`config.mk`:
```
export PLATFORM = sky130hd
export DESIGN_NAME = uvs_cordic_cell
export DESIGN_NICKNAME = d
export VERILOG_FILES = /design/src/rtl/core/uvs_pkg.sv /design/src/rtl/core/uvs_cordic_cell.sv
export SDC_FILE = /design/constraint.sdc
export NUM_CORES = 1
export LEC_CHECK = 0
export BUFFER_PORTS_ARGS = -buffer_cell sky130_fd_sc_hd__buf_2
export CAP_MARGIN = 25
export CORE_ASPECT_RATIO = 0.75
export CORE_MARGIN = 10
export CORE_UTILIZATION = 60
export DETAILED_ROUTE_END_ITERATION = 16
export GPL_ROUTABILITY_DRIVEN = 0
export GPL_TIMING_DRIVEN = 0
export HOLD_SLACK_MARGIN = 0.08
export PLACE_DENSITY = 0.88
export SLEW_MARGIN = 10
export SYNTH_ARGS = -nofsm -noshare
export SYNTH_HDL_FRONTEND = slang
export SYNTH_SLANG_ARGS = --single-unit
```
`constraint.sdc`:
```
create_clock -name clk -period 1.8 [get_ports clk]
set_input_delay 0.36 -clock clk [delete_from_list [all_inputs] [get_ports clk]]
set_output_delay 0.36 -clock clk [all_outputs]
set_load 0.03 [all_outputs]
```
`src/rtl/core/uvs_pkg.sv`:
```
// Shared types, constants and helper function of the UV sphere vertex generator.
package uvs_pkg;

	localparam int DIV_BITS = 40;
	localparam int ATAN_ENTRIES = 24;
	localparam logic signed [33:0] CORDIC_GAIN_Q30 = 34'sd652032874;

	localparam logic [0:0] REG_GRID_UNITS = 1'b0;
	localparam logic [0:0] REG_RADIUS = 1'b1;

	localparam logic [31:0] ATAN_TURN [ATAN_ENTRIES] = '{
		32'h20000000, 32'h12E4051E, 32'h09FB385B, 32'h051111D4, 32'h028B0D43, 32'h0145D7E1,
		32'h00A2F61E, 32'h00517C55, 32'h0028BE53, 32'h00145F2F, 32'h000A2F98, 32'h000517CC,
		32'h00028BE6, 32'h000145F3, 32'h0000A2FA, 32'h0000517D, 32'h000028BE, 32'h0000145F,
		32'h00000A30, 32'h00000518, 32'h0000028C, 32'h00000146, 32'h000000A3, 32'h00000051
	};

	typedef enum logic [1:0] {
		QUAD_0 = 2'd0,
		QUAD_1 = 2'd1,
		QUAD_2 = 2'd2,
		QUAD_3 = 2'd3
	} quad_t;

	typedef struct packed {
		logic        vld;
		logic [7:0]  ring;
		logic [7:0]  sector;
		logic [7:0]  last;
		logic [7:0]  half;
		logic [7:0]  rlon;
		logic [7:0]  rlat;
		logic [39:0] qlon;
		logic [39:0] qlat;
		logic [16:0] tex_u;
		logic [16:0] tex_v;
	} div_t;

	typedef struct packed {
		logic               vld;
		logic [7:0]         ring;
		logic [7:0]         sector;
		logic [7:0]         last;
		logic [16:0]        tex_u;
		logic [16:0]        tex_v;
		quad_t              qdlat;
		quad_t              qdlon;
		logic signed [33:0] xlat;
		logic signed [33:0] ylat;
		logic signed [32:0] zlat;
		logic signed [33:0] xlon;
		logic signed [33:0] ylon;
		logic signed [32:0] zlon;
	} cor_t;

	typedef struct packed {
		logic [16:0] tex_u;
		logic [16:0] tex_v;
		logic [15:0] qa;
		logic [15:0] qb;
		logic [15:0] qc;
		logic [15:0] qd;
	} side_t;

	// Bit of the dividend {idx, SH zero bits} + hv at bit position pos.
	function automatic logic num_bit(logic [7:0] idx, logic [7:0] hv, int pos, int sh);
		logic b;
		b = 1'b0;
		if (pos >= sh && pos - sh < 8) begin
			b = idx[pos - sh];
		end else if (pos < 8) begin
			b = hv[pos];
		end
		return b;
	endfunction

endpackage

```
`src/rtl/core/uvs_cordic_cell.sv`:
```
// One rotation cell of the sine and cosine chain, working both angles at once.
module uvs_cordic_cell
	import uvs_pkg::*;
#(
	parameter int K = 0
) (
	input  logic clk,
	input  logic arst_n,
	input  logic en,
	input  cor_t c_i,
	output cor_t c_o
);

	localparam logic signed [32:0] ATAN = $signed({1'b0, ATAN_TURN[K]});

	cor_t               n;
	logic signed [33:0] dxlat;
	logic signed [33:0] dylat;
	logic signed [33:0] dxlon;
	logic signed [33:0] dylon;
	cor_t               cell_q;

	always_comb begin
		n = c_i;
		dxlat = c_i.ylat >>> K;
		dylat = c_i.xlat >>> K;
		dxlon = c_i.ylon >>> K;
		dylon = c_i.xlon >>> K;
		if (!c_i.zlat[32]) begin
			n.xlat = c_i.xlat - dxlat;
			n.ylat = c_i.ylat + dylat;
			n.zlat = c_i.zlat - ATAN;
		end else begin
			n.xlat = c_i.xlat + dxlat;
			n.ylat = c_i.ylat - dylat;
			n.zlat = c_i.zlat + ATAN;
		end
		if (!c_i.zlon[32]) begin
			n.xlon = c_i.xlon - dxlon;
			n.ylon = c_i.ylon + dylon;
			n.zlon = c_i.zlon - ATAN;
		end else begin
			n.xlon = c_i.xlon + dxlon;
			n.ylon = c_i.ylon - dylon;
			n.zlon = c_i.zlon + ATAN;
		end
	end

	always_ff @(posedge clk or negedge arst_n) begin
		if (!arst_n) begin
			cell_q <= '0;
		end else if (en) begin
			cell_q <= n;
		end
	end

	assign c_o = cell_q;

endmodule

```
==> metrics.md, run 1 <==
| Metric | Value |
|---|---|
| Status | `did not finish` |
| Stopped at | `global routing (5_1_grt)` |
| First error message | `[ERROR GRT-0232] Routing congestion too high. Check the congestion heatmap in the GUI.` |
| Pre-CTS setup slack | `-1.84 ns` |
| Row count | `60` |
| TritonCTS Buffers | `29` |
| Post-synth top area share | `0.303` |
| Post-Syn Nets | `3,073` |
| Flops & latches, synth | `263` |
| GRT worst endpoint | `c_o[166]$_DFFE_PN0P_/D` |
| Syn Inst Count | `2,595` |
| Count of cell types in the netlist | `78` |
| Die W | `240 µm` |
| Total GRT Usage | `0.734` |
| Chip Height | `185 µm` |
| Top_reg_cell synth | `dfrtp_1` |
| I/O pin cnt | `533` |
| Hpwl dp | `75,100 µm` |
| Worst ep type | `sequential cell input` |
| Bufs on Longest Clock Path | `3` |
| Ys async rst share | `1.00` |
| Sequential share of the synthesized area | `0.303` |
| Most common cell in the netlist | `a21oi_1` |
| Clock net sink count | `263` |
| Netlist Area Pre-Place | `21,700 µm²` |
| Area contributors post-synth | `dfrtp_1 30%, ha_1 12%, a21oi_1 7.7%` |
| PortBufs | `532` |
| Post-synth EDFFs | `0` |
| Area leader, netlist | `dfrtp_1` |
| Post-Place Cell Area | `26,200 µm²` |
| Synth warn | `0` |
| Gr ovfl total | `18` |
| Starting density of the core | `0.606` |
| Pin count of the biggest net entering global routing | `99` |
| Htree depth | `1` |
| Avg Inst Size Synth | `8.36 µm²` |
| Post-synth top cells | `336 x a21oi_1, 270 x nor2_1, 263 x dfrtp_1, 214 x inv_1, 202 x ha_1` |
| Placed insts | `3,595` |
| Root Buffer | `clkbuf_16` |
routing by layer:
metal	overflow	global-route usage
met1	0	0.704
met2	2	0.864
met3	5	0.694
met4	11	0.669
met5	0	0.391
per-stage QoR:
stage	TNS [ns]	utilization
after floorplan	-59.63	-
after detailed placement	-249.92	0.732
after global placement	-1366.54	0.730
after CTS	-44.42	0.846
timing repair:
action,4_1_cts
hold endpoints to repair,196
gates resized for setup,300
pin swaps,120
hold buffers,124
buffers inserted,90
setup endpoints to repair,219
kinds of logic after synthesis:
logic type | share of synthesized area
buf+inv | 0.0638
compound gates | 0.243
xor+xnor | 0.0428
simple gates | 0.135
mux | 0.0884
fa+ha+maj | 0.124
flops | 0.303
==> run 2: changes to the inputs <==
--- a/config.mk
+++ b/config.mk
@@ -7,14 +7,12 @@
 export LEC_CHECK = 0
 export BUFFER_PORTS_ARGS = -buffer_cell sky130_fd_sc_hd__buf_2
 export CAP_MARGIN = 25
-export CORE_ASPECT_RATIO = 0.75
 export CORE_MARGIN = 10
-export CORE_UTILIZATION = 60
+export CORE_UTILIZATION = 40
 export DETAILED_ROUTE_END_ITERATION = 16
 export GPL_ROUTABILITY_DRIVEN = 0
 export GPL_TIMING_DRIVEN = 0
-export HOLD_SLACK_MARGIN = 0.08
-export PLACE_DENSITY = 0.88
+export PLACE_DENSITY_LB_ADDON = 0.15
 export SLEW_MARGIN = 10
 export SYNTH_ARGS = -nofsm -noshare
 export SYNTH_HDL_FRONTEND = slang
==> metrics.md, run 2 <==
| Metric | Value |
|---|---|
| Share of layout cells above drive strength 1 | `0.448` |
| Htree depth | `2 (+1)` |
| Syn Inst Count | `2,595 (unchanged)` |
| Slowest cell on crit path | `a2111o_1` |
| Synth warn | `0 (unchanged)` |
| Area Overhead vs Synth | `48.8%` |
| Total GRT Usage | `0.302` |
| Clock skew | `0 ns` |
| Clock net sink count | `263 (unchanged)` |
| FF-to-FF End | `c_o[98]$_DFFE_PN0P_` |
| Setup crit start kind | `input port` |
| Fin. max-slew vios | `0` |
| Max FFs per register | `263` |
| Failing checks | `hold timing, setup timing` |
| Endpoint class of the critical path | `register` |
| Hpwl dp | `77,800 µm (+3.6%)` |
| Post-Syn Nets | `3,073 (unchanged)` |
| Tmin final | `2.90 ns` |
| Filler cells | `4,619` |
| Worst Path Buf+Inv | `1` |
| Most frequent cells in the layout | `495 x buf_2, 263 x dfrtp_1, 254 x nor2_1` |
| Gr ovfl total | `0` |
| Final hold viol count | `80` |
| Root Buffer | `clkbuf_16` |
| I/O pin cnt | `533 (unchanged)` |
| Max Clk Rate | `0.345 GHz` |
| Drt total wl | `104,000 µm` |
| Commonest non-fill, non-tap cell in the layout | `buf_2` |
| Post-CTS Hold Buffers | `2 (-98%)` |
| CTS tree | `done` |
| Nets | `3,828` |
| Die W | `253 µm (+5.6%)` |
| Worst EP arrival | `3.35 ns` |
| Row count | `85 (+42%)` |
| PortBufs | `532 (unchanged)` |
| Setup violators final | `112` |
| Power Density | `835 nW/µm²` |
| Switching share of power | `0.421` |
| Clock-pin transition on the worst setup and hold timing paths | `0.06 ns` |
| Met1 Use GR | `0.372` |
| First-pass GRT wire length | `149,000 µm` |
| Top_reg_cell synth | `dfrtp_1` |
| Storage cell area | `6580 µm²` |
| Starting density of the core | `0.403 (-0.203)` |
| Bufs on Longest Clock Path | `3 (unchanged)` |
| Final Non-Filler Cells | `4,080` |
| Setup ws final | `-1.10 ns` |
| R2R Path Start | `c_o[98]$_DFFE_PN0P_` |
| Die ar. | `64,000 µm²` |
| CP peak stage delay | `0.37 ns` |
| Vias per std cell | `6.04` |
| M2 GR Usage | `0.492` |
| Max_cap viols | `0` |
| Post-synth EDFFs | `0 (unchanged)` |
| P_int | `0.0156 W` |
| Final hold slack | `-0.235 ns` |
| Initial antenna violation count | `11` |
| Area leader, netlist | `dfrtp_1` |
| Count of cell types in the netlist | `78 (unchanged)` |
| Met3 GRT Util | `0.0710` |
| Vias | `24.6k` |
| Post-route ant nets | `0` |
| Wire length per cell | `25.6 µm` |
| DRT Pass-1 Iters | `6` |
| Pin count of the biggest net entering global routing | `96` |
| Worst-Margin Slew | `1.10 ns` |
| Maximum vdd drop | `0.720 mV` |
| Clk_lat worst skew | `0.55 ns` |
| Avg Inst Size Synth | `8.36 µm² (unchanged)` |
| Placed insts | `3,825 (+6.4%)` |
| Netlist Area Pre-Place | `21,700 µm² (unchanged)` |
| Most common cell in the netlist | `a21oi_1` |
| P_leak | `14.6 nW` |
| Area contributors post-synth | `dfrtp_1 30%, ha_1 12%, a21oi_1 7.7%` |
| CP startpoint | `c_i[168]` |
| Worst-path fanout max | `2` |
| TritonCTS Buffers | `35 (+21%)` |
| Core Util, Final | `0.600` |
| Crit-path cells | `buf_12 > ha_4 > fa_2 > nor2b_4 > o211a_4 > o2111a_2 > o31a_1 > o211ai_4 > a211oi_2 > or3_4 > and4_4 > a2111o_1` |
| Number of global-route vias before repair | `24.1k` |
| Critical path type | `input port to register` |
| Part of the power in the clock network | `0.258` |
| Unrepaired setup endpoints after global routing | `true` |
| Chip Height | `253 µm (+37%)` |
| Worst rel slew slack | `0.267` |
| Sw Pwr | `0.0114 W` |
| Ys async rst share | `1.00 (unchanged)` |
| Gate power share | `0.465` |
| Post-synth top area share | `0.303 (unchanged)` |
| Post-synth top cells | `336 x a21oi_1, 270 x nor2_1, 263 x dfrtp_1, 214 x inv_1, 202 x ha_1` |
| Worst hold-check path type | `input port to asynchronous set/reset pin` |
| Flops & latches, synth | `263 (unchanged)` |
| CP top delay family | `compound AO/OA/AOI/OAI gates` |
| Global routing's busiest layer | `met2` |
| Sequential share of the synthesized area | `0.303 (unchanged)` |
| Part of the power in registers | `0.277` |
| DR iter-0 viols | `2,935` |
| Worst EP required | `2.25 ns` |
| Reg2Reg Setup Slack | `0.76 ns` |
| Final period util | `1.61` |
| Core Box Area | `53,800 µm²` |
| Status | `finished with violations` |
| Footprint of the multi-input gates | `17,000 µm²` |
| Post-route DRC | `0` |
| Worst r2r path cells | `3` |
-- run 2: cell counts after synthesis --
No cell type changed its count.
-- run 2: through the flow --
| step | cell area [µm²] | setup TNS (ns) | power [W] | setup WS [ns] | hold WS [ns] |
|---|---|---|---|---|---|
| 5_1_grt | 32300 | -66.73 | 0.0281 | -1.08 | -0.192 |
| 3_5_place_dp | 26500 | -297.01 | 0.0176 | -1.94 | 0.382 |
| 4_1_cts | 30600 | -51.89 | 0.0260 | -1.01 | -0.221 |
| 3_3_place_gp | 26400 | -1482.93 | 0.0175 | -4.61 | 0.462 |
| 2_1_floorplan | 22900 | -59.63 | 0.0140 | -1.19 | 0.0644 |
| 6_report | 32300 | -62.90 | 0.0270 | -1.10 | -0.235 |
-- run 2: power groups by stage --
stage / sequential [W] / combinational (W) / clock [W]
final: 0.00747 / 0.0125 / 0.00696
after global routing: 0.00756 / 0.0132 / 0.00735
after CTS: 0.00744 / 0.0114 / 0.00711
after detailed placement: 0.00753 / 0.0101 / 0
after global placement: 0.00750 / 0.0100 / 0
after floorplan: 0.00934 / 0.00468 / 0
-- run 2: worst max-delay path by stage --
stage / endpoint / cells after the start
floorplan: c_o[166]$_DFFE_PN0P_ / 12
global route: c_o[166]$_DFFE_PN0P_ / 12
finish: c_o[166]$_DFFE_PN0P_ / 12
CTS: c_o[166]$_DFFE_PN0P_ / 12
detailed placement: c_o[69]$_DFFE_PN0P_ / 6
global placement: c_o[71]$_DFFE_PN0P_ / 1
-- run 2: layout make-up --
cell class	instances	share of cell area
inverters	221	0.0303
multi-input cells	1971	0.525
flip-flops and latches	263	0.204
plain buffers	131	0.0291
clock buffers	54	0.0321
diodes	8	0.000620
clock inverters	9	0.00264
well taps	696	0.0270
repair buffers	727	0.149
-- run 2: kinds of logic (layout without fill, tap and decap cells) --
| group | count (synthesis) | count (layout) | share of synthesized area |
|---|---|---|---|
| adders and majority gates | 210 | 210 | 0.124 |
| muxes | 173 | 173 | 0.0884 |
| buffers and inverters | 361 | 1142 | 0.0638 |
| other | 0 | 8 | 0 |
| AOI/OAI and AO/OA | 845 | 845 | 0.243 |
| and+or+nand+nor | 637 | 637 | 0.135 |
| DFF | 263 | 263 | 0.303 |
| xor gates and xnor gates | 106 | 106 | 0.0428 |
-- run 2: metal layers --
metal	vias up	wire (µm)
li1	10735	-
met1	11879	39800
met2	1572	48000
met3	437	10600
met4	6	5930
met5	-	32
-- run 2: repair_timing --
action / in CTS / in global routing
setup endpoints to repair: 218 / 129
hold endpoints to repair: 82 / 80
buffers inserted: 136 / 68
resized for setup: 486 / 294
pin swaps: 228 / 209
(Power assumes the default switching activity.)
==> run 3: changes to the inputs <==
--- a/config.mk
+++ b/config.mk
@@ -7,8 +7,10 @@
 export LEC_CHECK = 0
 export BUFFER_PORTS_ARGS = -buffer_cell sky130_fd_sc_hd__buf_2
 export CAP_MARGIN = 25
+export CELL_PAD_IN_SITES_DETAIL_PLACEMENT = 1
+export CELL_PAD_IN_SITES_GLOBAL_PLACEMENT = 2
 export CORE_MARGIN = 10
-export CORE_UTILIZATION = 40
+export CORE_UTILIZATION = 34
 export DETAILED_ROUTE_END_ITERATION = 16
 export GPL_ROUTABILITY_DRIVEN = 0
 export GPL_TIMING_DRIVEN = 0
==> metrics.md, run 3 (synthesis gave the netlist of run 2 again) <==
| Metric | Value |
|---|---|
| Final hold viol count | `74 (-7.5%)` |
| Worst hold-check path type | `input port to asynchronous set/reset pin` |
| Number of global-route vias before repair | `25.2k (+4.7%)` |
| Row count | `92 (+8.2%)` |
| Worst-path fanout max | `3 (+1)` |
| Max Clk Rate | `0.349 GHz (+1.3%)` |
| Fin. max-slew vios | `0 (unchanged)` |
| TritonCTS Buffers | `34 (-2.9%)` |
| Unrepaired setup endpoints after global routing | `true` |
| Clock net sink count | `263 (unchanged)` |
| Vias per std cell | `5.69 (-5.8%)` |
| Setup violators final | `115 (+2.7%)` |
| Placed insts | `3,975 (+3.9%)` |
| Setup TNS Final | `-65.00 ns (-2.10 ns)` |
| Final Non-Filler Cells | `4,179 (+2.4%)` |
| Die ar. | `74,300 µm² (+16%)` |
| Pin count of the biggest net entering global routing | `107 (+11%)` |
| Switching share of power | `0.431 (+0.00922)` |
| Failing checks | `hold timing, setup timing` |
| Final instance area | `31,600 µm² (-2.3%)` |
| Final hold slack | `-0.277 ns (-0.0428 ns)` |
| Total GRT Usage | `0.288 (-0.0132)` |
| Clk_lat worst skew | `0.56 ns (about the same)` |
| Worst EP required | `2.26 ns (about the same)` |
| Core Util, Final | `0.500 (-0.0996)` |
| Htree depth | `2 (unchanged)` |
| Wire length per cell | `27.2 µm (+6.4%)` |
| Critical path type | `input port to register` |
| Setup crit start kind | `input port` |
| Starting density of the core | `0.344 (-0.0592)` |
| Nets | `3,780 (-1.3%)` |
| Max FFs per register | `263 (unchanged)` |
| FF-to-FF End | `c_o[58]$_DFFE_PN0P_` |
| Root Buffer | `clkbuf_16` |
| Post-Place Cell Area | `26,700 µm² (+0.71%)` |
| PortBufs | `532 (unchanged)` |
| Setup ws final | `-1.06 ns (+0.0363 ns)` |
| Hpwl dp | `89,000 µm (+14%)` |
| Share of layout cells above drive strength 1 | `0.432 (-0.0155)` |
| Worst-Margin Slew | `1.13 ns (+0.0255 ns)` |
| Max_cap viols | `0 (unchanged)` |
| Part of the power in the clock network | `0.257 (about the same)` |
| DR iter-0 viols | `1,662 (-43%)` |
| Post-route DRC | `0 (unchanged)` |
| Core Box Area | `63,100 µm² (+17%)` |
| I/O pin cnt | `533 (unchanged)` |
| P_int | `0.0152 W (-2.4%)` |
| Status | `finished with violations` |
| P_leak | `14.2 nW (-2.8%)` |
| Initial antenna violation count | `14 (+3)` |
| Area Overhead vs Synth | `45.4%` |
| First-pass GRT wire length | `165,000 µm (+11%)` |
| Final period util | `1.59 (-0.0202)` |
| Part of the power in registers | `0.281 (+0.004)` |
| Tmin final | `2.86 ns (-0.0363 ns)` |
| Bufs on Longest Clock Path | `3 (unchanged)` |
| Gate power share | `0.462 (-0.003)` |
| Sw Pwr | `0.0115 W (+1.3%)` |
| Endpoint class of the critical path | `register` |
| R2R Path Start | `c_o[58]$_DFFE_PN0P_` |
| Worst rel slew slack | `0.250 (-0.0170)` |
| Gr ovfl total | `0 (unchanged)` |
| Clock-pin transition on the worst setup and hold timing paths | `0.06 ns (about the same)` |
| Clock skew | `0 ns (unchanged)` |
| Power Density | `847 nW/µm² (+1.4%)` |
| Vias | `23.8k (-3.5%)` |
| Reg2Reg Setup Slack | `0.77 ns (about the same)` |
| DRT Pass-1 Iters | `7 (+1)` |
| Chip Height | `273 µm (+7.8%)` |
| Maximum vdd drop | `0.773 mV (+7.3%)` |
| Worst EP arrival | `3.32 ns (-0.03 ns)` |
| Die W | `273 µm (+7.8%)` |
| Worst r2r path cells | `2 (-1)` |
| Power, Total | `0.0267 W (-0.85%)` |
| Commonest non-fill, non-tap cell in the layout | `buf_2` |
| Post-route ant nets | `0 (unchanged)` |
| CTS tree | `done` |
| Drt total wl | `114,000 µm (+9.0%)` |
| Most frequent cells in the layout | `518 x buf_2, 262 x dfrtp_1, 261 x a21oi_1` |
-- run 3: changes by cell type in the layout (fill, tap and decap cells not counted), moves of 8 or more --
cell	change
buf_6	-36
buf_2	+23
buf_4	-23
a21oi_1	+16
a21oi_2	-16
clkbuf_1	-13
inv_1	+13
buf_8	-12
inv_4	-9
clkbuf_2	+8
o21ai_2	-8
-- run 3: through the flow --
step | hold slack (ns) | setup WS [ns]
final | -0.277 | -1.06
after global routing | -0.215 | -1.10
after CTS | -0.235 | -1.08
after detailed placement | 0.373 | -2.04
after global placement | 0.463 | -4.72
after floorplan | 0.0644 | -1.19
-- run 3: worst max-delay path by stage --
stage | from | to | slack, ns | cells after the start
after floorplan | c_i[139] | c_o[166]$_DFFE_PN0P_ | -1.19 | 12
after global placement | arst_n | c_o[76]$_DFFE_PN0P_ | -4.72 | 1
after detailed placement | c_i[56] | c_o[99]$_DFFE_PN0P_ | -2.04 | 13
after CTS | c_i[149] | c_o[166]$_DFFE_PN0P_ | -1.08 | 13
after global routing | c_i[168] | c_o[166]$_DFFE_PN0P_ | -1.10 | 12
final | c_i[168] | c_o[166]$_DFFE_PN0P_ | -1.06 | 12
-- run 3: final cells by class --
| cell class | instances | area, µm² |
|---|---|---|
| fillers | 7423 | 31500 |
| clock buffers | 42 | 931 |
| flip-flops and latches | 263 | 6580 |
| clock inverters | 18 | 169 |
| repair buffers | 678 | 4170 |
| multi-input cells | 1971 | 16800 |
| plain buffers | 133 | 898 |
| inverters | 221 | 958 |
| diodes | 7 | 17.5 |
| well taps | 846 | 1060 |
-- run 3: critical path, stage by stage --
cell      delay (ns)
buf_12          0.11
ha_4            0.16
fa_2            0.39
nor2b_4         0.15
o211a_4         0.26
o2111a_1        0.27
o31a_1          0.35
o211ai_4        0.27
a211oi_2        0.13
or3_4           0.41
and4_4          0.19
a2111o_1        0.27
-- run 3: layer usage --
layer  GRT usage  up-vias  share of wire
met5           0        -       0.000097
met1       0.354    11984           0.40
li1            -    10607              -
met4       0.108        2          0.038
met3      0.0528      227          0.068
met2       0.496      946           0.49
-- run 3: what timing repair did --
item | in CTS | in global routing
hold endpoints to repair | 74 | 74
gates cloned | 1 | 0
setup buffers | 98 | 55
pin swaps | 165 | 133
endpoints found under the setup margin | 221 | 136
gates resized for setup | 409 | 219
-- run 3: power by group through the flow --
stage | clock network [W] | registers [W] | logic [W]
6_report | 0.00687 | 0.00752 | 0.0124
2_1_floorplan | 0 | 0.00934 | 0.00468
4_1_cts | 0.00701 | 0.00750 | 0.0116
3_3_place_gp | 0 | 0.00755 | 0.0102
5_1_grt | 0.00727 | 0.00762 | 0.0130
3_5_place_dp | 0 | 0.00758 | 0.0104
