--- src/rtl/core/uvs_pkg.sv ---
// Shared types, constants and helper function of the UV sphere vertex generator.
package uvs_pkg;

	localparam int DIV_BITS = 40;
	localparam int ATAN_ENTRIES = 24;
	localparam logic signed [33:0] CORDIC_GAIN_Q30 = 34'sd652032874;

	localparam logic [0:0] REG_GRID_UNITS = 1'b0;
	localparam logic [0:0] REG_RADIUS = 1'b1;

	localparam logic [31:0] ATAN_TURN [ATAN_ENTRIES] = '{
		32'h20000000, 32'h12E4051E, 32'h09FB385B, 32'h051111D4, 32'h028B0D43, 32'h0145D7E1,
		32'h00A2F61E, 32'h00517C55, 32'h0028BE53, 32'h00145F2F, 32'h000A2F98, 32'h000517CC,
		32'h00028BE6, 32'h000145F3, 32'h0000A2FA, 32'h0000517D, 32'h000028BE, 32'h0000145F,
		32'h00000A30, 32'h00000518, 32'h0000028C, 32'h00000146, 32'h000000A3, 32'h00000051
	};

	typedef enum logic [1:0] {
		QUAD_0 = 2'd0,
		QUAD_1 = 2'd1,
		QUAD_2 = 2'd2,
		QUAD_3 = 2'd3
	} quad_t;

	typedef struct packed {
		logic        vld;
		logic [7:0]  ring;
		logic [7:0]  sector;
		logic [7:0]  last;
		logic [7:0]  half;
		logic [7:0]  rlon;
		logic [7:0]  rlat;
		logic [39:0] qlon;
		logic [39:0] qlat;
		logic [16:0] tex_u;
		logic [16:0] tex_v;
	} div_t;

	typedef struct packed {
		logic               vld;
		logic [7:0]         ring;
		logic [7:0]         sector;
		logic [7:0]         last;
		logic [16:0]        tex_u;
		logic [16:0]        tex_v;
		quad_t              qdlat;
		quad_t              qdlon;
		logic signed [33:0] xlat;
		logic signed [33:0] ylat;
		logic signed [32:0] zlat;
		logic signed [33:0] xlon;
		logic signed [33:0] ylon;
		logic signed [32:0] zlon;
	} cor_t;

	typedef struct packed {
		logic [16:0] tex_u;
		logic [16:0] tex_v;
		logic [15:0] qa;
		logic [15:0] qb;
		logic [15:0] qc;
		logic [15:0] qd;
	} side_t;

	// Bit of the dividend {idx, SH zero bits} + hv at bit position pos.
	function automatic logic num_bit(logic [7:0] idx, logic [7:0] hv, int pos, int sh);
		logic b;
		b = 1'b0;
		if (pos >= sh && pos - sh < 8) begin
			b = idx[pos - sh];
		end else if (pos < 8) begin
			b = hv[pos];
		end
		return b;
	endfunction

endpackage

--- src/rtl/core/uvs_div_cell.sv ---
// One bit cell of the restoring divider chain that forms the angle phases.
module uvs_div_cell
	import uvs_pkg::*;
#(
	parameter int POS = 0
) (
	input  logic clk,
	input  logic arst_n,
	input  logic en,
	input  div_t d_i,
	output div_t d_o
);

	div_t       n;
	logic       blon;
	logic       blat;
	logic [8:0] r2lon;
	logic [8:0] r2lat;
	logic       gelon;
	logic       gelat;
	div_t       cell_q;

	always_comb begin
		n = d_i;
		blon = num_bit(d_i.sector, d_i.half, POS, 32);
		blat = num_bit(d_i.ring, d_i.half, POS, 31);
		r2lon = {d_i.rlon, blon};
		r2lat = {d_i.rlat, blat};
		gelon = r2lon >= {1'b0, d_i.last};
		gelat = r2lat >= {1'b0, d_i.last};
		n.rlon = gelon ? 8'(r2lon - {1'b0, d_i.last}) : r2lon[7:0];
		n.rlat = gelat ? 8'(r2lat - {1'b0, d_i.last}) : r2lat[7:0];
		n.qlon = {d_i.qlon[38:0], gelon};
		n.qlat = {d_i.qlat[38:0], gelat};
		if (POS == 16) begin
			n.tex_u = n.qlon[16:0]
				+ {16'd0, (({1'b0, n.rlon} + {1'b0, d_i.half}) >= {1'b0, d_i.last})};
		end
		if (POS == 15) begin
			n.tex_v = n.qlat[16:0]
				+ {16'd0, (({1'b0, n.rlat} + {1'b0, d_i.half}) >= {1'b0, d_i.last})};
		end
	end

	always_ff @(posedge clk or negedge arst_n) begin
		if (!arst_n) begin
			cell_q <= '0;
		end else if (en) begin
			cell_q <= n;
		end
	end

	assign d_o = cell_q;

`ifndef SYNTH
	a_rem_lon: assert property (@(posedge clk) disable iff (!arst_n)
		cell_q.vld |-> cell_q.rlon < cell_q.last)
		else $error("Longitude remainder not below divisor.");
	a_rem_lat: assert property (@(posedge clk) disable iff (!arst_n)
		cell_q.vld |-> cell_q.rlat < cell_q.last)
		else $error("Latitude remainder not below divisor.");
	a_idx_sat: assert property (@(posedge clk) disable iff (!arst_n)
		cell_q.vld |-> cell_q.ring <= cell_q.last && cell_q.sector <= cell_q.last)
		else $error("Grid index above the last index.");
`endif

endmodule

--- config.mk ---
export PLATFORM = sky130hd
export DESIGN_NAME = uvs_div_cell
export DESIGN_NICKNAME = d
export VERILOG_FILES = /design/src/rtl/core/uvs_pkg.sv /design/src/rtl/core/uvs_div_cell.sv
export SDC_FILE = /design/constraint.sdc
export NUM_CORES = 1
export LEC_CHECK = 0
export CAP_MARGIN = 20
export CORE_AREA = 2 2 129 131
export DETAILED_ROUTE_END_ITERATION = 7
export DIE_AREA = 0 0 131 133
export DONT_BUFFER_PORTS = 1
export PLACE_DENSITY = 0.62
export RECOVER_POWER = 100
export SYNTH_ARGS = -nofsm -noshare
export SYNTH_HDL_FRONTEND = slang
export SYNTH_SLANG_ARGS = --single-unit
--- constraint.sdc ---
create_clock -name clk -period 1.2 [get_ports clk]
set_input_delay 0 -clock clk [delete_from_list [all_inputs] [get_ports clk]]
set_output_delay 0 -clock clk [all_outputs]
set_load 0.05 [all_outputs]
# Word-level counts from Yosys, hierarchy flattened
# Index checks and enable logic that the tools add are counted.
totals:
  regBits: 163
  out_inout_bits: 163
op_classes:
  addsub: 2
  magnitude_cmp: 2
  mux: 2
ops:
  columns: ["op", "n"]
  rows:
  - ["$ge A9 B8 Y1", 2]
  - ["$mux W8", 2]
  - ["$sub A8 B8 Y8", 2]

# Depth between registers and ports, before layout
# Gate-level depths: netlist of the first run.
depth:
  ltp_word: 2
  mapped_depth: 8

# Worst setup path after synthesis of the first run
# Ideal clock, no wire load.
synth_path:
  path_type: "input-to-reg"
  startpoint: "input port d_i[144] (netlist name)"
  endpoint: "register cell_q (netlist bit d_o[122])"
  setup_ps: 120
  t_arrival_ps: 1385
  required_ps: 1080
  slack_ps: -305
  cell_stages: 6
  cell_sequence: "inv_1 -> ha_1 -> a21o_1 -> a211oi_2 -> nand3_1 -> a31o_2"
synth_between:
  elab_chain_len: 2
synth_rtl:
  columns: ["item", "line_no", "rtl"]
  rows:
  - ["start: declaration", "uvs_div_cell.sv:10", "input div_t d_i,"]
  - ["$ge A9 B8 Y1", "uvs_div_cell.sv:29", "gelon = r2lon >= {1'b0, d_i.last};"]
  - ["$mux W8", "uvs_div_cell.sv:31", "n.rlon = gelon ? 8'(r2lon - {1'b0, d_i.last}) : r2lon[7:0];"]
  - ["end signal: assignment", "uvs_div_cell.sv:49", "cell_q <= n;"]
  - ["end: declaration", "uvs_div_cell.sv:21", "div_t cell_q;"]
# Every way passes these cells.
# A chain may end at the register's enable or synchronous reset.

# Worst setup path after layout of the first run
layout_path:
  startpoint: "input port d_i[141] (netlist name)"
  endpoint: "register cell_q (netlist bit d_o[123])"
# The elaborated chain is that of the path after synthesis.

==> results of run 1 <==
## stage by stage
stage	cell area, um^2	std cells	total power (W)	setup TNS [ps]
6_report	10700	1093	0.0168	0
4_1_cts	11100	1092	0.0172	0
3_3_place_gp	8940	908	0.0111	-4540
5_1_grt	10700	1093	0.0174	0
2_1_floorplan	7250	507	0.00983	-1870
3_5_place_dp	8940	908	0.0112	-5340
## power by group through the flow
stage	logic, W	registers (W)	clock network (W)
after floorplan	0.00123	0.00860	0
after global placement	0.00464	0.00649	0
after detailed placement	0.00471	0.00651	0
after CTS	0.00511	0.00642	0.00569
after global routing	0.00500	0.00651	0.00594
final	0.00478	0.00644	0.00557
## kinds of logic after synthesis
logic type,Yosys count
adders and majority gates,17
and+or+nand+nor,64
buffers and inverters,41
DFF,163
xor gates and xnor gates,4
AOI/OAI and AO/OA,70
muxes,148
## worst max-delay path: cells and delay by family
| family | cells | cell delay [ps] |
|---|---|---|
| AOI/OAI and AO/OA | 5 | 1080 |
| adders and majority gates | 1 | 330 |
| buffers and inverters | 1 | 60 |
## final cells by class
class | count | area [um^2] | share of cell area [%]
clock buffers | 18 | 439 | 4.12
clock inverters | 13 | 164 | 1.54
inverters | 17 | 72.6 | 0.680
multi-input cells | 303 | 2960 | 27.8
flip-flops and latches | 163 | 4080 | 38.2
well taps | 220 | 275 | 2.58
repair buffers | 359 | 2670 | 25.1
## timing repair
item                       CTS  global route
hold buffers               153             1
setup buffers                0             1
gates resized for setup      1             2
hold endpoints to repair   326           325
setup endpoints to repair    1             2
## layer usage
layer  vias to the layer above  wire, um
li1                       2538         -
met1                      2796      7660
met2                       265     11300
met3                        55      1560
met4                         0       746
met5                         -         0
## cell usage in the layout, fill, tap and decap left out, drive strengths merged, types with 2 or more instances in the layout
cell type and n:
clkinvlp 3, o21ai 10, a211oi 2, and2 2, mux2i 2, a21o 8, a311o 2, a211o 3
o211ai 6, dfrtp 163, nor3 6, clkbuf 181, nor2b 10, a31oi 7, bufinv 2, nand2 15
buf 43, mux2 146, ha 15, a21boi 3, a21oi 7, inv 22, o221ai 2, fa 2
clkinv 3, a221oi 2, o31a 2, nor2 13, nand4 7, xnor2 3, nand3 8, dlygate4sd3 153
o21a 3
## worst paths after layout
| path | start | to | slack (ps) | cells after the start |
|---|---|---|---|---|
| min | arst_n | d_o[140]$_DFFE_PN0P_ | -730 | 0 |
| max reg2reg | d_o[121]$_DFFE_PN0P_ | d_o[121]$_DFFE_PN0P_ | 180 | 3 |
| max in group asynchronous | arst_n | d_o[121]$_DFFE_PN0P_ | 1600 | 0 |
| max | d_i[141] | d_o[123]$_DFFE_PN0P_ | 60 | 7 |
| min reg2reg | d_o[97]$_DFFE_PN0P_ | d_o[97]$_DFFE_PN0P_ | 510 | 1 |
| min in group clk | en | d_o[124]$_DFFE_PN0P_ | -310 | 1 |
## Yosys cell counts (2+ instances only)
| cell type | instances |
|---|---|
| a211o_1 | 3 |
| a21boi_0 | 3 |
| a21o_1 | 7 |
| a21oi_1 | 7 |
| a221oi_1 | 2 |
| a311o_1 | 2 |
| a31oi_1 | 7 |
| and2_1 | 2 |
| buf_1 | 4 |
| buf_2 | 14 |
| clkbuf_1 | 4 |
| dfrtp_1 | 163 |
| fa_1 | 2 |
| ha_1 | 15 |
| inv_1 | 17 |
| mux2_2 | 146 |
| mux2i_1 | 2 |
| nand2_1 | 15 |
| nand3_1 | 8 |
| nand4_1 | 7 |
| nor2_1 | 13 |
| nor2b_1 | 10 |
| nor3_1 | 6 |
| o211ai_1 | 6 |
| o21a_1 | 3 |
| o21ai_0 | 9 |
| o221ai_1 | 2 |
| xnor2_1 | 3 |
==> run summary, run 1 <==
Util after Layout: 66.0%
worst skew pair latency: 420 ps
1st-pass router iterations: 4
num ports: 329
simple-gate share of the synthesized area: 4.47%
EDFF count, synth: 0
relative slew slack: 76.5%
Placer Congestion: 0.847
Die H: 133 um
CP Max Fanout: 10
Clock H-tree levels: 4
Via density: 5.17
count of different cell masters after synthesis: 53
die area: 17400 um^2
Worst EP arrival: 1480 ps
Net Sw Frac: 35.1%
Routed Antenna Nets: 0
# setup viols final: 0
vias in the first global route: 6335
Data required, critical path: 1540 ps
CP Cell Sequence: inv_1, ha_1, o21a_1, o31ai_4, a311o_2, a21o_1, a31oi_1
combinational power share: 28.5%
DRC viols: 0
Max VDD drop: 0.882 mV
FILL cells: 1206
clk slew on worst S/H paths: 60 ps
CTS Sinks: 163
Max Clock Freq: 879 MHz
Slew @ Worst Pin: 350 ps
GR Util met3: 7.64%
sequential share of power: 38.4%
Async SR Flop Fraction: 100%
largest family of logic cells by synthesized area: multiplexers
Cell Pwr Density: 1570 nW/um^2
ys flop type: dfrtp_1
internal power: 0.0109 W
Nets: 1044
post-synthesis sequential area ratio: 58.1%
first-pass GRT wire length: 33300 um
routing usage on met1: 26.6%
synth warn: 0
Worst setup EP type: register
Tmin final: 1140 ps
Pins Over Slew Limit: 0
violated checks: hold timing
Mapped Cells: 507
port buffer count: 0
Syn Area/Cell: 13.8 um^2
area grow syn2layout: 52.0%
Critical Path Start Type: input pin
skew final: 0 ps
Post-Synth Adder-Cell Area: 3.24%
worst-path cell with the longest stage delay: a311o_2
GR peak layer: met2
XOR/XNOR share of the synthesized area: 0.499%
Synth Register Bits: 163
DP HPWL: 13600 um
largest net degree at the start of global routing: 177
GR Util met2: 44.4%
CP max stage delay: 430 ps
CTS root buffer: clkbuf_16
cell leakage power: 4.83 nW
max FFs per register: 163
syn nets: 690
GRT Total Usage: 24.9%
min-delay worst type: input pin to async pin
core area: 16200 um^2
WL/cell: 19.5 um
area fraction of the dominant cell type after synthesis: 58.1%
top cells by area, synth: dfrtp_1 (58%), mux2_2 (23%), ha_1 (2.7%)
global route total overflow: 0
row count: 47
Num CTS Buffers: 17
DR iter-0 viols: 223
Netlist Area Pre-Place: 7020 um^2
diodes inserted: 0
initial antenna violation count: 0
clock share of power: 33.2%
post-synthesis mux area share: 23.7%
Sw Pwr: 0.00589 W
DP Worst Slack: -449 ps
Final Cycle Share: 94.8%
max_cap viols: 0
area leader, netlist: dfrtp_1
Compound-Gate Fraction of Synth Area: 7.38%
drt total wl: 21300 um
RSZ-0062 raised after global routing: false
CTS tree: yes
WS Path Type: input pin to register
Max Root-Sink Buffers: 2
chip width: 131 um
initial core utilization: 43.4%
layout cell share with drive strength beyond 1: 47.2%
DR vias: 5654
final hold vios: 322
final worst slack: 62.0 ps
worst hold slack: -729 ps
status: finished with violations
(Power assumes the default switching activity.)
==> run 2, diff against run 1 <==
--- a/config.mk
+++ b/config.mk
@@ -6,11 +6,11 @@
 export NUM_CORES = 1
 export LEC_CHECK = 0
 export CAP_MARGIN = 20
-export CORE_AREA = 2 2 129 131
+export CORE_AREA = 2 2 128 130
 export DETAILED_ROUTE_END_ITERATION = 7
-export DIE_AREA = 0 0 131 133
+export DIE_AREA = 0 0 130 132
 export DONT_BUFFER_PORTS = 1
-export PLACE_DENSITY = 0.62
+export PLACE_DENSITY = 0.65
 export RECOVER_POWER = 100
 export SYNTH_ARGS = -nofsm -noshare
 export SYNTH_HDL_FRONTEND = slang
==> constraint.sdc (replaced) <==
create_clock -name clk -period 0.95 [get_ports clk]
set_input_delay 0 -clock clk [delete_from_list [all_inputs] [get_ports clk]]
set_output_delay 0 -clock clk [all_outputs]
set_load 0.05 [all_outputs]
==> run 2 against run 1 <==
Effect of this change: the flow finishes with violations (hold timing, setup timing); utilization grew 14 points; via count is 6.3% higher; global-route usage grew 2.4 points; final area up 17%; critical path type unchanged.
==> run summary, run 2 (synthesis results as in run 1) <==
status: finished with violations
violated checks: hold timing, setup timing
drt total wl: 24500 um
Clock H-tree levels: 4
Via density: 5.22
final setup TNS: -8760 ps
vias in the first global route: 6478
initial antenna violation count: 3
Data required, critical path: 1250 ps
CTS tree: yes
Critical Path Start Type: input pin
min-delay worst type: input pin to async pin
row count: 46
Final Cycle Share: 120%
cell leakage power: 5.34 nW
skew final: 0 ps
WL/cell: 21.3 um
CP Max Fanout: 4
max_cap viols: 0
worst skew pair latency: 410 ps
dpl cell area: 9170 um^2
crit-path leading delay family: compound AO/OA/AOI/OAI gates
most frequent cells in the layout: buf_6 (163), dlygate4sd3_1 (151), dfrtp_2 (145)
clk slew on worst S/H paths: 70 ps
DRC viols: 0
Worst setup EP type: register
FF+latch area: 4260 um^2
Pins Over Slew Limit: 0
Buf/Inv on CP: 3
max FFs per register: 163
CTS Sinks: 163
CTS root buffer: clkbuf_16
CP Cell Sequence: inv_1, ha_4, o21a_1, o31ai_4, a311o_1, buf_4, buf_4, nand4_1, o211ai_1
stages on the worst setup path: 9
layout cell share with drive strength beyond 1: 68.1%
Max Root-Sink Buffers: 2
RSZ-0062 raised after global routing: true
Nets: 1103
commonest non-fill, non-tap cell in the layout: buf_6
CP dominant cell by count: buf_4
Placer Congestion: 0.878
final worst slack: -189 ps
Die H: 132 um
fin cells: 1152
area grow syn2layout: 78.2%
FILL cells: 812
Num CTS Buffers: 17
die area: 17200 um^2
WS Path Type: input pin to register
Max Clock Freq: 878 MHz
worst hold slack: -730 ps
multi-input logic area: 3110 um^2
Tmin final: 1140 ps
DR iter-0 viols: 282
chip width: 130 um
worst-path cell with the longest stage delay: a311o_1
Routed Antenna Nets: 0
# setup viols final: 186
DR vias: 6008
R2R depth: 3
port buffer count: 0
1st-pass router iterations: 4
Max VDD drop: 1.34 mV
core area: 15700 um^2
DP HPWL: 13900 um
final hold vios: 270
Slew @ Worst Pin: 386 ps
global route total overflow: 0
GRT Total Usage: 27.3%
initial core utilization: 44.7%
largest net degree at the start of global routing: 177
Worst EP arrival: 1440 ps
num ports: 329
dpl cells: 910
first-pass GRT wire length: 35600 um
Cell Pwr Density: 1840 nW/um^2
Final Cell Area: 12500 um^2
CP max stage delay: 390 ps
relative slew slack: 74.2%
-- run 2: final cells by class --
cell class                      count  share of cell area, %
Antenna cell                        3                 0.0600
Clock buffer                       17                   3.40
Clock inverter                     15                   1.31
Inverter                           17                  0.700
Multi-Input combinational cell    303                   24.9
Sequential cell                   163                   34.1
Tap cell                          216                   2.16
Timing Repair Buffer              418                   33.4
-- run 2: power by group --
group	internal, W	total [W]	switching, W
sequential	0.00781	0.00844	0.000634
clock	0.00375	0.00695	0.00320
combinational	0.00340	0.00762	0.00422
-- run 2: worst reg2reg max path, stage by stage, from the launching register on --
cell,delay [ps]
dfrtp_1,390
nor2b_1,130
a41o_1,210
a21o_1,150
-- run 2: final timing paths --
| kind | startpoint | end | slack (ps) |
|---|---|---|---|
| max in group asynchronous | arst_n | d_o[18]$_DFFE_PN0P_ | 1470 |
| min in group clk | en | d_o[127]$_DFFE_PN0P_ | -310 |
| setup / recovery | d_i[141] | d_o[125]$_DFFE_PN0P_ | -190 |
| hold / removal | arst_n | d_o[123]$_DFFE_PN0P_ | -730 |
| hold reg to reg | d_o[141]$_DFFE_PN0P_ | d_o[141]$_DFFE_PN0P_ | 530 |
| setup reg to reg | d_o[121]$_DFFE_PN0P_ | d_o[121]$_DFFE_PN0P_ | -30 |
-- run 2: metrics by stage --
step / util (%) / total power [W] / worst slack (ps)
6_report: 79.6 / 0.0230 / -189
5_1_grt: 79.6 / 0.0238 / -236
4_1_cts: 76.3 / 0.0224 / -132
3_5_place_dp: 58.3 / 0.0143 / -584
3_3_place_gp: 58.3 / 0.0142 / -543
2_1_floorplan: - / 0.0126 / -448
-- run 2: timing repair --
item                       4_1_cts  5_1_grt
hold endpoints to repair       325      325
pin swaps                       11       14
setup buffers                   12       44
cloned                           0        0
resized for setup              172       39
setup endpoints to repair      181      183
hold buffers                   150        1
-- run 2: per-layer routing --
| layer | wire, um | vias to the layer above | GRT usage [%] |
|---|---|---|---|
| met3 | 1460 | 61 | 7.14 |
| met5 | 0 | - | 0 |
| li1 | - | 2669 | - |
| met1 | 8950 | 2975 | 30.0 |
| met2 | 13200 | 303 | 48.6 |
| met4 | 907 | 0 | 12.5 |
==> run 3, diff against run 2 <==
--- a/config.mk
+++ b/config.mk
@@ -5,12 +5,13 @@
 export SDC_FILE = /design/constraint.sdc
 export NUM_CORES = 1
 export LEC_CHECK = 0
+export ABC_AREA = 1
 export CAP_MARGIN = 20
-export CORE_AREA = 2 2 128 130
+export CORE_AREA = 2 2 126 128
 export DETAILED_ROUTE_END_ITERATION = 7
-export DIE_AREA = 0 0 130 132
+export DIE_AREA = 0 0 128 130
 export DONT_BUFFER_PORTS = 1
-export PLACE_DENSITY = 0.65
+export PLACE_DENSITY = 0.68
 export RECOVER_POWER = 100
 export SYNTH_ARGS = -nofsm -noshare
 export SYNTH_HDL_FRONTEND = slang
==> run 3 against run 2 <==
Effect of this change: the run now fails in 4_1_cts; synthesized cell count up 74%; synthesized area rose by 2.3%.
==> run summary, run 3 <==
area fraction of the dominant cell type after synthesis: 56.8%
CTS Sinks: 163
top cells by area, synth: dfrtp_1 (57%), nand2_1 (27%), ha_1 (2.6%)
CTS resizes: 163
Syn Area/Cell: 8.16 um^2
Netlist Area Pre-Place: 7180 um^2
Placer Congestion: 0.914
Num CTS Buffers: 17
chip width: 128 um
commonest cells in the synthesized netlist: nand2_1 (518), dfrtp_1 (163), inv_1 (50)
ys flop type: dfrtp_1
Die H: 130 um
Max Root-Sink Buffers: 2
EDFF count, synth: 0
count of different cell masters after synthesis: 28
dpl cells: 1226
CTS root buffer: clkbuf_16
row count: 46
Mapped Cells: 880
Async SR Flop Fraction: 100%
area leader, netlist: dfrtp_1
Post-CTS Hold Fix Bufs: 259
num ports: 329
status: stopped before the end
post-CTS setup buffer count: 34
DP HPWL: 14900 um
Stop stage: 4_1_cts
first error: [ERROR RSZ-0060] Max buffer count reached.
synth warn: 0
port buffer count: 0
Clock H-tree levels: 4
Synth Register Bits: 163
syn nets: 1063
initial core utilization: 46.5%
most common cell in the netlist: nand2_1
post-synthesis sequential area ratio: 56.8%
[run 3: cells by family after synthesis]
logic type / count (synthesis) / share of synthesized area (%)
compound gates: 17 / 1.36
xor+xnor: 6 / 0.732
fa+ha+maj: 17 / 3.17
buf+inv: 87 / 4.79
flops: 163 / 56.8
simple gates: 590 / 33.1
[run 3: through the flow]
stage | instance area [um^2] | util, % | hold WS (ps) | setup WS [ps]
detailed placement | 9030 | 58.6 | -291 | -273
floorplan | 7480 | - | -296 | -150
global placement | 9030 | 58.6 | -291 | -227
==> run 4, diff against run 3 <==
--- a/config.mk
+++ b/config.mk
@@ -7,11 +7,11 @@
 export LEC_CHECK = 0
 export ABC_AREA = 1
 export CAP_MARGIN = 20
-export CORE_AREA = 2 2 126 128
+export CORE_MARGIN = 2
+export CORE_UTILIZATION = 40
 export DETAILED_ROUTE_END_ITERATION = 7
-export DIE_AREA = 0 0 128 130
 export DONT_BUFFER_PORTS = 1
-export PLACE_DENSITY = 0.68
+export PLACE_DENSITY_LB_ADDON = 0.15
 export RECOVER_POWER = 100
 export SYNTH_ARGS = -nofsm -noshare
 export SYNTH_HDL_FRONTEND = slang
==> constraint.sdc (replaced) <==
create_clock -name clk -period 1.2 [get_ports clk]
set_input_delay 0 -clock clk [delete_from_list [all_inputs] [get_ports clk]]
set_output_delay 0 -clock clk [all_outputs]
set_load 0.05 [all_outputs]
==> run 4 against run 3 <==
Effect of this change: the run again fails in 4_1_cts; synthesized area stayed put; synthesized cell count unchanged.
==> run summary, run 4 <==
Clock H-tree levels: 4
top cells by area, synth: dfrtp_1 (57%), nand2_1 (27%), ha_1 (2.6%)
row count: 48
area fraction of the dominant cell type after synthesis: 56.8%
EDFF count, synth: 0
initial core utilization: 41.2%
most common cell in the netlist: nand2_1
CTS resizes: 0
synth warn: 0
area leader, netlist: dfrtp_1
Placer Congestion: 0.889
Stop stage: 4_1_cts
Num CTS Buffers: 17
Syn Area/Cell: 8.16 um^2
DP Worst Slack: -166 ps
Mapped Cells: 880
CTS Sinks: 163
DP HPWL: 14000 um
Netlist Area Pre-Place: 7180 um^2
dpl cells: 1261
syn nets: 1063
Async SR Flop Fraction: 100%
Max Root-Sink Buffers: 2
ys flop type: dfrtp_1
Post-CTS Hold Fix Bufs: 259
port buffer count: 0
commonest cells in the synthesized netlist: nand2_1 (518), dfrtp_1 (163), inv_1 (50)
post-synthesis sequential area ratio: 56.8%
count of different cell masters after synthesis: 28
chip width: 138 um
Synth Register Bits: 163
Die H: 138 um
num ports: 329
post-CTS setup buffer count: 0
CTS root buffer: clkbuf_16
first error: [ERROR RSZ-0060] Max buffer count reached.
status: stopped before the end
==> run 4: cell counts after synthesis <==
Identical to the previous run, type by type.
==> run 4: stage by stage <==
| step | hold slack, ps | TNS (ps) | instance area, um^2 | utilization, % |
|---|---|---|---|---|
| 2_1_floorplan | -296 | 0 | 7210 | - |
| 3_3_place_gp | -290 | -1690 | 8810 | 50.6 |
| 3_5_place_dp | -290 | -2180 | 8810 | 50.6 |
==> run 4: kinds of logic after synthesis <==
| kind of cell | count (synthesis) | share of synthesized area [%] |
|---|---|---|
| AO/OA/AOI/OAI | 17 | 1.36 |
| XOR/XNOR | 6 | 0.732 |
| adder cells (fa/ha/maj) | 17 | 3.17 |
| buffers and inverters | 87 | 4.79 |
| flip-flops | 163 | 56.8 |
| AND/OR/NAND/NOR | 590 | 33.1 |
